**config.mk**
```make
export PLATFORM = sky130hd
export DESIGN_NAME = zx_keyboard_matrix_port_core_flat
export DESIGN_NICKNAME = d
export VERILOG_FILES = /design/src/sv/zxkbd_pkg.sv /design/src/sv/zxkbd_if.sv /design/src/sv/zxkbd_in_stage.sv /design/src/sv/zxkbd_exec.sv /design/src/sv/zxkbd_out_stage.sv /design/src/sv/zx_keyboard_matrix_port_core.sv /design/src/flat_wrapper.sv
export SDC_FILE = /design/constraint.sdc
export NUM_CORES = 1
export LEC_CHECK = 0
export ABC_AREA = 1
export BUFFER_PORTS_ARGS = -buffer_cell sky130_fd_sc_hd__buf_4
export CORE_ASPECT_RATIO = 1.1
export CORE_MARGIN = 3
export CORE_UTILIZATION = 35
export CTS_CLUSTER_DIAMETER = 80
export CTS_CLUSTER_SIZE = 40
export DETAILED_ROUTE_END_ITERATION = 10
export SLEW_MARGIN = 15
export SYNTH_ARGS = -nofsm -noshare
export SYNTH_HDL_FRONTEND = slang
export SYNTH_HIERARCHICAL = 1
export SYNTH_SLANG_ARGS = --single-unit
```
**constraint.sdc**
```tcl
create_clock -name clk -period 18.6 [get_ports clk]
set_clock_uncertainty 0.1 [all_clocks]
set_input_delay 0.93 -clock clk [delete_from_list [all_inputs] [get_ports clk]]
set_output_delay 0.93 -clock clk [all_outputs]
set_load 0.005 [all_outputs]
```
**src/sv/zxkbd_pkg.sv**
```systemverilog
// Types and constants shared by the keyboard matrix port modules.
package zxkbd_pkg;

  localparam int unsigned NUM_ROWS = 8;
  localparam int unsigned ROW_KEYS = 5;
  localparam int unsigned KEY_BITS = NUM_ROWS * ROW_KEYS;
  localparam int unsigned PERIOD_W = 20;
  localparam int unsigned ACC_W    = 32;

  localparam logic OP_TICK = 1'b0;
  localparam logic OP_READ = 1'b1;

  localparam logic [7:0] CMD_PLAY    = 8'h10;
  localparam logic [7:0] CMD_BACK    = 8'h20;
  localparam logic [7:0] CMD_FORWARD = 8'h40;
  localparam logic [7:0] CMD_STOP    = 8'h80;
  localparam logic [4:0] ROW_IDLE    = 5'h1F;
  localparam logic [7:0] FIXED_ONES  = 8'hA0;
  localparam logic [7:0] EAR_BIT     = 8'h40;
  localparam logic [15:0] EAR_UNDRIVEN = 16'hFFFF;
  localparam logic [PERIOD_W-1:0] DEFAULT_PERIOD = 20'd1000;

  typedef struct packed {
    logic                operation;
    logic [15:0]         tick_count;
    logic [KEY_BITS-1:0] pressed_keys;
    logic                f10_held;
    logic                up_held;
    logic                down_held;
    logic                left_held;
    logic                right_held;
    logic [15:0]         port_address;
    logic                ear_linked;
    logic [15:0]         ear_value;
  } in_item_t;

  typedef struct packed {
    logic [7:0] port_data;
    logic [7:0] tape_command;
    logic       command_changed;
    logic       scan_enabled;
  } out_item_t;

endpackage

```
**src/sv/zxkbd_if.sv**
```systemverilog
// Valid/ready channel interfaces for input items and result items.
interface zxkbd_item_if;
  logic        valid;
  logic        ready;
  logic        operation;
  logic [15:0] tick_count;
  logic [39:0] pressed_keys;
  logic        f10_held;
  logic        up_held;
  logic        down_held;
  logic        left_held;
  logic        right_held;
  logic [15:0] port_address;
  logic        ear_linked;
  logic [15:0] ear_value;

  modport source (
    output valid, operation, tick_count, pressed_keys, f10_held, up_held, down_held,
           left_held, right_held, port_address, ear_linked, ear_value,
    input  ready
  );
  modport sink (
    input  valid, operation, tick_count, pressed_keys, f10_held, up_held, down_held,
           left_held, right_held, port_address, ear_linked, ear_value,
    output ready
  );
endinterface

interface zxkbd_result_if;
  logic       valid;
  logic       ready;
  logic [7:0] port_data;
  logic [7:0] tape_command;
  logic       command_changed;
  logic       scan_enabled;

  modport source (
    output valid, port_data, tape_command, command_changed, scan_enabled,
    input  ready
  );
  modport sink (
    input  valid, port_data, tape_command, command_changed, scan_enabled,
    output ready
  );
endinterface

```
**src/sv/zxkbd_in_stage.sv**
```systemverilog
// Input register stage: captures one beat and holds it until it is executed.
module zxkbd_in_stage (
  input  logic              clk,
  input  logic              rst,
  zxkbd_item_if.sink        item,
  input  logic              take,
  output logic              held_valid,
  output zxkbd_pkg::in_item_t held
);
  import zxkbd_pkg::*;

  logic load;

  assign item.ready = !held_valid || take;
  assign load       = item.valid && item.ready;

  always_ff @(posedge clk) begin
    if (rst) begin
      held_valid <= 1'b0;
    end else if (load) begin
      held_valid <= 1'b1;
    end else if (take) begin
      held_valid <= 1'b0;
    end
  end

  always_ff @(posedge clk) begin
    if (load) begin
      held.operation    <= item.operation;
      held.tick_count   <= item.tick_count;
      held.pressed_keys <= item.pressed_keys;
      held.f10_held     <= item.f10_held;
      held.up_held      <= item.up_held;
      held.down_held    <= item.down_held;
      held.left_held    <= item.left_held;
      held.right_held   <= item.right_held;
      held.port_address <= item.port_address;
      held.ear_linked   <= item.ear_linked;
      held.ear_value    <= item.ear_value;
    end
  end
endmodule

```
**src/sv/zxkbd_exec.sv**
```systemverilog
// Execution stage: keyboard state, sample timer, tape latch and port read logic.
module zxkbd_exec (
  input  logic                       clk,
  input  logic                       rst,
  input  logic                       cfg_we,
  input  logic [zxkbd_pkg::PERIOD_W-1:0] cfg_wdata,
  input  logic                       fire,
  input  zxkbd_pkg::in_item_t        item,
  output zxkbd_pkg::out_item_t       result
);
  import zxkbd_pkg::*;

  logic [PERIOD_W-1:0] sample_period;
  logic                scan_on;
  logic                toggle_key_was_down;
  logic [ACC_W-1:0]    tick_accumulator;
  logic [7:0]          tape_latch;
  logic [KEY_BITS-1:0] row_bits;

  logic [PERIOD_W-1:0] period;
  logic [ACC_W:0]      sum;
  logic [ACC_W-1:0]    acc_sat;
  logic                sample_hit;
  logic                is_tick;
  logic                take_sample;
  logic                scan_next;
  logic [7:0]          cmd;
  logic                latch_change;
  logic [4:0]          keys;
  logic                ear;

  assign is_tick = (item.operation == OP_TICK);
  assign period  = (sample_period == '0) ? DEFAULT_PERIOD : sample_period;
  assign sum     = {1'b0, tick_accumulator} + {{(ACC_W + 1 - 16){1'b0}}, item.tick_count};
  assign acc_sat = sum[ACC_W] ? {ACC_W{1'b1}} : sum[ACC_W-1:0];
  assign sample_hit  = acc_sat >= {{(ACC_W - PERIOD_W){1'b0}}, period};
  assign take_sample = is_tick && sample_hit;
  assign scan_next   = scan_on ^ (item.f10_held && !toggle_key_was_down);

  always_comb begin
    cmd = tape_latch;
    if (item.up_held) begin
      cmd = CMD_PLAY;
    end else if (item.down_held) begin
      cmd = CMD_STOP;
    end else if (item.left_held) begin
      cmd = CMD_BACK;
    end else if (item.right_held) begin
      cmd = CMD_FORWARD;
    end
  end

  assign latch_change = take_sample && scan_next && (cmd != tape_latch);

  always_comb begin
    keys = ROW_IDLE;
    if (scan_on) begin
      for (int r = 0; r < NUM_ROWS; r++) begin
        if (!item.port_address[8 + r]) begin
          keys = keys & row_bits[r*ROW_KEYS +: ROW_KEYS];
        end
      end
    end
  end

  assign ear = !item.ear_linked || (item.ear_value == EAR_UNDRIVEN) || item.ear_value[0];

  always_comb begin
    result.command_changed = latch_change;
    result.tape_command    = latch_change ? cmd : tape_latch;
    result.scan_enabled    = take_sample ? scan_next : scan_on;
    if (is_tick) begin
      result.port_data = 8'h00;
    end else begin
      result.port_data = {3'b000, keys} | FIXED_ONES | (ear ? EAR_BIT : 8'h00);
    end
  end

  always_ff @(posedge clk) begin
    if (rst) begin
      sample_period       <= DEFAULT_PERIOD;
      scan_on             <= 1'b0;
      toggle_key_was_down <= 1'b0;
      tick_accumulator    <= '0;
      tape_latch          <= 8'h00;
      row_bits            <= {KEY_BITS{1'b1}};
    end else begin
      if (cfg_we) begin
        sample_period <= cfg_wdata;
      end
      if (fire && is_tick) begin
        tick_accumulator <= sample_hit ? acc_sat - {{(ACC_W - PERIOD_W){1'b0}}, period}
                                       : acc_sat;
        if (sample_hit) begin
          row_bits            <= ~item.pressed_keys;
          scan_on             <= scan_next;
          toggle_key_was_down <= item.f10_held;
          if (latch_change) begin
            tape_latch <= cmd;
          end
        end
      end
    end
  end
endmodule

```
**src/sv/zxkbd_out_stage.sv**
```systemverilog
// Result register stage: holds one result beat until the sink takes it.
module zxkbd_out_stage (
  input  logic                 clk,
  input  logic                 rst,
  input  logic                 load,
  input  zxkbd_pkg::out_item_t data,
  output logic                 space,
  zxkbd_result_if.source       result
);
  import zxkbd_pkg::*;

  out_item_t held;

  assign space = !result.valid || result.ready;

  always_ff @(posedge clk) begin
    if (rst) begin
      result.valid <= 1'b0;
    end else if (load) begin
      result.valid <= 1'b1;
    end else if (result.ready) begin
      result.valid <= 1'b0;
    end
  end

  always_ff @(posedge clk) begin
    if (load) begin
      held <= data;
    end
  end

  assign result.port_data       = held.port_data;
  assign result.tape_command    = held.tape_command;
  assign result.command_changed = held.command_changed;
  assign result.scan_enabled    = held.scan_enabled;
endmodule

```
**src/sv/zx_keyboard_matrix_port_core.sv**
```systemverilog
// Top level of the keyboard matrix port.
// Each input beat is either a clock tick carrying a key snapshot or a port
// read, and gives exactly one result beat. A beat is held in the input
// register and is executed against the keyboard state as it moves into
// the result register, so a beat can be taken in every cycle; the only
// limit on rate is the sink taking results. A full result register stalls
// the input side. The sample period register may be written only while no
// beat is in flight; a value of zero acts as a period of 1000.
module zx_keyboard_matrix_port_core (
  input  logic        clk,
  input  logic        rst,
  input  logic        cfg_we,
  input  logic [19:0] cfg_wdata,
  zxkbd_item_if.sink      item,
  zxkbd_result_if.source  result
);
  import zxkbd_pkg::*;

  logic      held_valid;
  in_item_t  held;
  logic      space;
  logic      take;
  out_item_t exec_result;

  assign take = held_valid && space;

  zxkbd_in_stage u_in (
    .clk        (clk),
    .rst        (rst),
    .item       (item),
    .take       (take),
    .held_valid (held_valid),
    .held       (held)
  );

  zxkbd_exec u_exec (
    .clk       (clk),
    .rst       (rst),
    .cfg_we    (cfg_we),
    .cfg_wdata (cfg_wdata),
    .fire      (take),
    .item      (held),
    .result    (exec_result)
  );

  zxkbd_out_stage u_out (
    .clk    (clk),
    .rst    (rst),
    .load   (take),
    .data   (exec_result),
    .space  (space),
    .result (result)
  );
endmodule

```
**src/flat_wrapper.sv**
```systemverilog
// flat-port wrapper written by rule: the top's interface ports become plain ports
module zx_keyboard_matrix_port_core_flat import zxkbd_pkg::*;
  (clk, rst, cfg_we, cfg_wdata, item_valid, item_operation, item_tick_count, item_pressed_keys, item_f10_held, item_up_held, item_down_held, item_left_held, item_right_held, item_port_address, item_ear_linked, item_ear_value, item_ready, result_valid, result_port_data, result_tape_command, result_command_changed, result_scan_enabled, result_ready);
  zxkbd_item_if item_i ();
  zxkbd_result_if result_i ();
  input  logic clk;
  input  logic rst;
  input  logic cfg_we;
  input  logic [19:0] cfg_wdata;
  input wire logic [$bits(item_i.valid)-1:0] item_valid;
  input wire logic [$bits(item_i.operation)-1:0] item_operation;
  input wire logic [$bits(item_i.tick_count)-1:0] item_tick_count;
  input wire logic [$bits(item_i.pressed_keys)-1:0] item_pressed_keys;
  input wire logic [$bits(item_i.f10_held)-1:0] item_f10_held;
  input wire logic [$bits(item_i.up_held)-1:0] item_up_held;
  input wire logic [$bits(item_i.down_held)-1:0] item_down_held;
  input wire logic [$bits(item_i.left_held)-1:0] item_left_held;
  input wire logic [$bits(item_i.right_held)-1:0] item_right_held;
  input wire logic [$bits(item_i.port_address)-1:0] item_port_address;
  input wire logic [$bits(item_i.ear_linked)-1:0] item_ear_linked;
  input wire logic [$bits(item_i.ear_value)-1:0] item_ear_value;
  output wire logic [$bits(item_i.ready)-1:0] item_ready;
  output wire logic [$bits(result_i.valid)-1:0] result_valid;
  output wire logic [$bits(result_i.port_data)-1:0] result_port_data;
  output wire logic [$bits(result_i.tape_command)-1:0] result_tape_command;
  output wire logic [$bits(result_i.command_changed)-1:0] result_command_changed;
  output wire logic [$bits(result_i.scan_enabled)-1:0] result_scan_enabled;
  input wire logic [$bits(result_i.ready)-1:0] result_ready;
  assign item_i.valid = item_valid;
  assign item_i.operation = item_operation;
  assign item_i.tick_count = item_tick_count;
  assign item_i.pressed_keys = item_pressed_keys;
  assign item_i.f10_held = item_f10_held;
  assign item_i.up_held = item_up_held;
  assign item_i.down_held = item_down_held;
  assign item_i.left_held = item_left_held;
  assign item_i.right_held = item_right_held;
  assign item_i.port_address = item_port_address;
  assign item_i.ear_linked = item_ear_linked;
  assign item_i.ear_value = item_ear_value;
  assign item_ready = item_i.ready;
  assign result_valid = result_i.valid;
  assign result_port_data = result_i.port_data;
  assign result_tape_command = result_i.tape_command;
  assign result_command_changed = result_i.command_changed;
  assign result_scan_enabled = result_i.scan_enabled;
  assign result_i.ready = result_ready;
  zx_keyboard_matrix_port_core u_core (.clk(clk), .rst(rst), .cfg_we(cfg_we), .cfg_wdata(cfg_wdata), .item(item_i), .result(result_i));
endmodule
```
Word-level counts from Yosys, hierarchy flattened
Index checks and enable logic that the tools add are counted.
{ "op_classes": {"addsub": 2, "magnitude_cmp": 1, "eq_ne": 2, "n_mux": 30, "n_bitwise": 11, "n_reduce_logical": 19} }
{ "op_table": {"columns": ["operator", "n"], "rows": [
  ["5-bit 2-to-1 mux", 16],
  ["32-bit 2-to-1 mux", 2],
  ["8-bit 2-to-1 mux", 5],
  ["40-bit NOT", 1],
  ["5-bit AND", 7],
  ["32-bit by 16-bit adder with 33-bit output", 1],
  ["32-bit by 20-bit >= comparator with 1-bit output", 1],
  ["32-bit by 20-bit subtractor with 32-bit output", 1],
  ["20-bit zero test", 1],
  ["20-bit 2-to-1 mux", 1],
  ["16-bit == test (second input constant)", 1],
  ["8-bit inequality test", 1],
  ["8-bit by 7-bit bitwise OR with 8-bit output", 1],
  ["1-bit logical AND", 7],
  ["7-bit 2-to-1 mux", 1],
  ["1-bit 2-to-1 mux", 5],
  ["1-bit zero test", 4],
  ["1-bit logical OR", 4],
  ["2-bit nonzero test", 2],
  ["2-bit AND reduction", 1],
  ["1-bit NOT", 1],
  ["1-bit XOR", 1]
]} }
{ "word_totals": {"register_bits": 217, "in_bits": 120, "out_inout_bits": 20, "word_cells": 88} }

Logic depth before layout (Yosys ltp)
{ "depth": {"word_depth": 24, "mapped_depth": 32, "depth_no_buf": 32} }

By module
The synthesis kept the hierarchy.
{ "by_module_without_submodules": {"columns": ["mod", "instances", "cells_per_inst", "area_per_inst_um2", "seq_area_each_um2"], "rows": [
  ["zxkbd_exec", 1, 1227, 8002.7, 2042.0],
  ["zxkbd_in_stage", 1, 101, 2900.3, 2872.8],
  ["zxkbd_out_stage", 1, 23, 583.1, 560.5],
  ["zx_keyboard_matrix_port_core", 1, 2, 7.5, 0.0]
]} }

Least setup slack after synthesis
No wires, ideal clock.
{ "synth_timing": {"path_kind": "input port to flip-flop", "start": "input result_ready", "end": "register, netlist name u_core/u_in/held[0]", "setup_time_ns": 0.580, "arrival_ns": 6.151, "required_time_ns": 17.920, "setup_slack_ns": 11.769, "cell_stages": 6, "path_buffers": 0, "path_cell_list": "inv_1 -> nand2_2 -> nand2_1 -> inv_1 -> inv_2 -> a21oi_1"} }
{ "synth_via": {"elab_chain_len": 4} }
{ "synth_lines": {"columns": ["item", "line", "source"], "rows": [
  ["start, declared", "flat_wrapper.sv:28", "input wire logic [$bits(result_i.ready)-1:0] result_ready;"],
  ["1-bit logical OR", "zxkbd_out_stage.sv:14", "assign space = !result.valid || result.ready;"],
  ["via u_core.space", "zx_keyboard_matrix_port_core.sv:21", "logic space;"],
  ["1-bit logical AND", "zx_keyboard_matrix_port_core.sv:25", "assign take = held_valid && space;"],
  ["via u_core.take", "zx_keyboard_matrix_port_core.sv:22", "logic take;"],
  ["1-bit logical OR", "zxkbd_in_stage.sv:14", "assign item.ready = !held_valid || take;"],
  ["1-bit logical AND", "zxkbd_in_stage.sv:15", "assign load = item.valid && item.ready;"],
  ["via u_core.u_in.load", "zxkbd_in_stage.sv:12", "logic load;"]
]} }
The timed path passes the listed nets, and every way through them passes these cells.
A chain may end at the register's enable or synchronous reset.

Final worst setup path
{ "layout_timing": {"start": "register, netlist name u_core/u_in/held[78]", "end": "register u_core.u_exec.row_bits[6]"} }
{ "layout_via": {"elab_chain_len": 4} }
{ "layout_lines": {"columns": ["item", "line", "source"], "rows": [
  ["32-bit by 16-bit adder with 33-bit output", "zxkbd_exec.sv:34", "assign sum = {1'b0, tick_accumulator} + {{(ACC_W + 1 - 16){1'b0}}, item.tick_count};"],
  ["32-bit 2-to-1 mux", "zxkbd_exec.sv:35", "assign acc_sat = sum[ACC_W] ? {ACC_W{1'b1}} : sum[ACC_W-1:0];"],
  ["32-bit by 20-bit >= comparator with 1-bit output", "zxkbd_exec.sv:36", "assign sample_hit = acc_sat >= {{(ACC_W - PERIOD_W){1'b0}}, period};"],
  ["2-bit AND reduction (no source line)", null, null],
  ["end signal, assigned", "zxkbd_exec.sv:86", "row_bits <= {KEY_BITS{1'b1}};"],
  ["end signal, assigned", "zxkbd_exec.sv:95", "row_bits <= ~item.pressed_keys;"],
  ["end, declared", "zxkbd_exec.sv:18", "logic [KEY_BITS-1:0] row_bits;"]
]} }
No other way between the ends.

==> reports/summary.txt <==
run status: finished, final reports clean
shortest clock period the worst path allows after layout: 6.10 ns
core region area: 0.0300 mm²
overall die area: 0.0330 mm²
kind of critical path: reg2reg
overall routing resource usage: 16.4%
vias in the first global route: 8461
switching power: 429 µW
post-synthesis average cell area: 8.12 µm²
die span in x: 174 µm
number of buffers on the longest clock path: 2
pin slew with the least headroom to its limit: 1.06 ns
clk_lat worst skew: 0.45 ns
DR vias: 8823
Total Wirelength: 27000 µm
CP arrival: 6.37 ns
RSZ-0062 raised after global routing: no
number of design-rule violations left by the first detailed-router iteration: 481
Highest Clock Rate: 164 MHz
depth of the most critical reg-to-reg path: 28
total I/O pin count: 140
Worst Path Required: 18.87 ns
HPWL reported at the end of detailed placement: 20600 µm
pin count of the biggest net entering global routing: 73
synth warn: 6
CP Max Fanout: 66
Gate power share: 27.2%
post-detailed-route DRC marker count: 0
antenna violations before repair: 0
Clk pwr share: 31.8%
Setup TNS Final: 0 ns
Cells after DPL: 1816
# Max-Cap Violations: 0
stage delay of the slowest cell on the critical path: 0.84 ns
internal power component: 790 µW
critical-path cell with the highest stage delay: sky130_fd_sc_hd__buf_4
setup repair bufs after CTS: 0
gr ovfl total: 0
highest ir drop seen on vdd: 0.0571 mV
Top cell by count, worst path: sky130_fd_sc_hd__nand2_1
clock slew at reported path FFs: 0.08 ns
PortBufs: 116
floorplan row count: 66
number of levels in the clock H-tree: 4
M1 WL: 11800 µm
count of final hold-check violations: 0
Sw Share: 35.2%
filler cell count: 3045
# clock sinks: 194
count of TritonRoute iterations in the first routing pass: 5
y dimension of the die: 190 µm
worst hold margin: 0.330 ns
fin cells: 1848
leading cell types in the layout, fill and taps excluded: sky130_fd_sc_hd__nand2_1, sky130_fd_sc_hd__inv_1, sky130_fd_sc_hd__nor2_1
antenna violation net count after detailed routing: 0
most common library cell in the layout ignoring fill and taps: sky130_fd_sc_hd__nand2_1
power per standard cell area: 96.9 mW/mm²
effective utilization at floorplan: 36.0%
post-route clock period utilization: 32.8%
sequential group share of total power: 41.1%
top routing layer in use: met4
Vias/cell: 4.77
Finish-stage setup viols: 0
antenna diode instance count: 0
Worst Hold Depth: 1
CP Capture Type: flop
layout cell share with drive strength beyond 1: 20.2%
final RePlAce weighted congestion: 0.934
Area growth syn-to-layout: 16.5%
TritonCTS clock tree: done
number of buffers created by CTS: 17
number of standard cells after synthesis: 1330
post-cts resize count: 0
fin. max-slew vios: 0
Hold/Removal Path Class: reg2reg
number of nets in the synthesized netlist: 1488
DR WL met2: 13300 µm
wire length per cell after detailed routing: 14.6 µm
wire length of the first global-routing pass: 43300 µm
number of nets in the layout: 1585
Clk Tree Root Cell: sky130_fd_sc_hd__clkbuf_16
met3 wire length: 1240 µm
static power due to leakage: 0.00557 µW
startpoint type of the worst setup path: flop
CTS hold repair buffers: 0
relative slew slack: 29.4%
Netlist Area Pre-Place: 0.0108 mm²
[power by group through the flow]
stage / combinational (µW) / clock (µW) / sequential (µW)
floorplan: 242 / 0 / 506
global placement: 330 / 0 / 510
detailed placement: 331 / 0 / 511
CTS: 333 / 400 / 501
global route: 373 / 417 / 505
finish: 331 / 387 / 501
[per-layer routing]
layer	vias to the layer above	global-route usage, %
met4	0	5.43
met2	169	28.8
met3	37	3.62
met1	4005	20.1
met5	-	0
li1	4612	-
[registers in the layout (all words and copies together), names as in the netlist]
signal,flops
u_core/u_out/result.tape_command,8
u_core/u_exec/scan_on,1
u_core/u_exec/tick_accumulator,32
u_core/u_out/result.port_data,8
u_core/u_exec/toggle_key_was_down,1
u_core/u_in/held_valid,1
u_core/u_out/result.command_changed,1
u_core/u_exec/row_bits,40
u_core/u_out/result.valid,1
u_core/u_in/held,72
u_core/u_exec/sample_period,20
u_core/u_exec/tape_latch,8
u_core/u_out/result.scan_enabled,1
[worst max-delay path: cells and delay by family (launching register included)]
kind	cells	cell delay, ns
AND/OR/NAND/NOR	19	2.68
buffers and inverters	3	1.33
adder cells (fa/ha/maj)	3	1.04
AO/OA/AOI/OAI	3	0.42
flip-flops	1	0.39
[cell type report]
type | count | area, µm² | area share, %
Clock inverter | 14 | 190 | 1.51
Multi-Input combinational cell | 930 | 5130 | 40.8
Tap cell | 408 | 510 | 4.06
Sequential cell | 194 | 4780 | 38.0
Inverter | 162 | 611 | 4.85
Clock buffer | 18 | 439 | 3.49
Timing Repair Buffer | 122 | 916 | 7.28
[metrics by stage]
| step | power (µW) | worst slack (ns) | area [µm²] | util [%] |
|---|---|---|---|---|
| after floorplan | 748 | 12.91 | 10800 | - |
| after detailed placement | 842 | 12.54 | 12000 | 39.9 |
| after global placement | 841 | 12.59 | 12000 | 39.9 |
| after CTS | 1230 | 12.52 | 12600 | 42.0 |
| final | 1220 | 12.50 | 12600 | 42.0 |
| after global routing | 1290 | 11.89 | 12600 | 42.0 |
[final timing paths]
path / from / end / slack [ns]
worst max register to register: u_core/u_in/held[78]$_DFFE_PP_ / u_core/u_exec/row_bits[6]$_SDFFE_PP1P_ / 12.50
worst min-delay path: u_core/u_in/held[44]$_DFFE_PP_ / u_core/u_exec/row_bits[6]$_SDFFE_PP1P_ / 0.33
worst max-delay path: u_core/u_in/held[78]$_DFFE_PP_ / u_core/u_exec/row_bits[6]$_SDFFE_PP1P_ / 12.50
worst min register to register: u_core/u_in/held[44]$_DFFE_PP_ / u_core/u_exec/row_bits[6]$_SDFFE_PP1P_ / 0.33
Power figures use the tool's default switching activity.
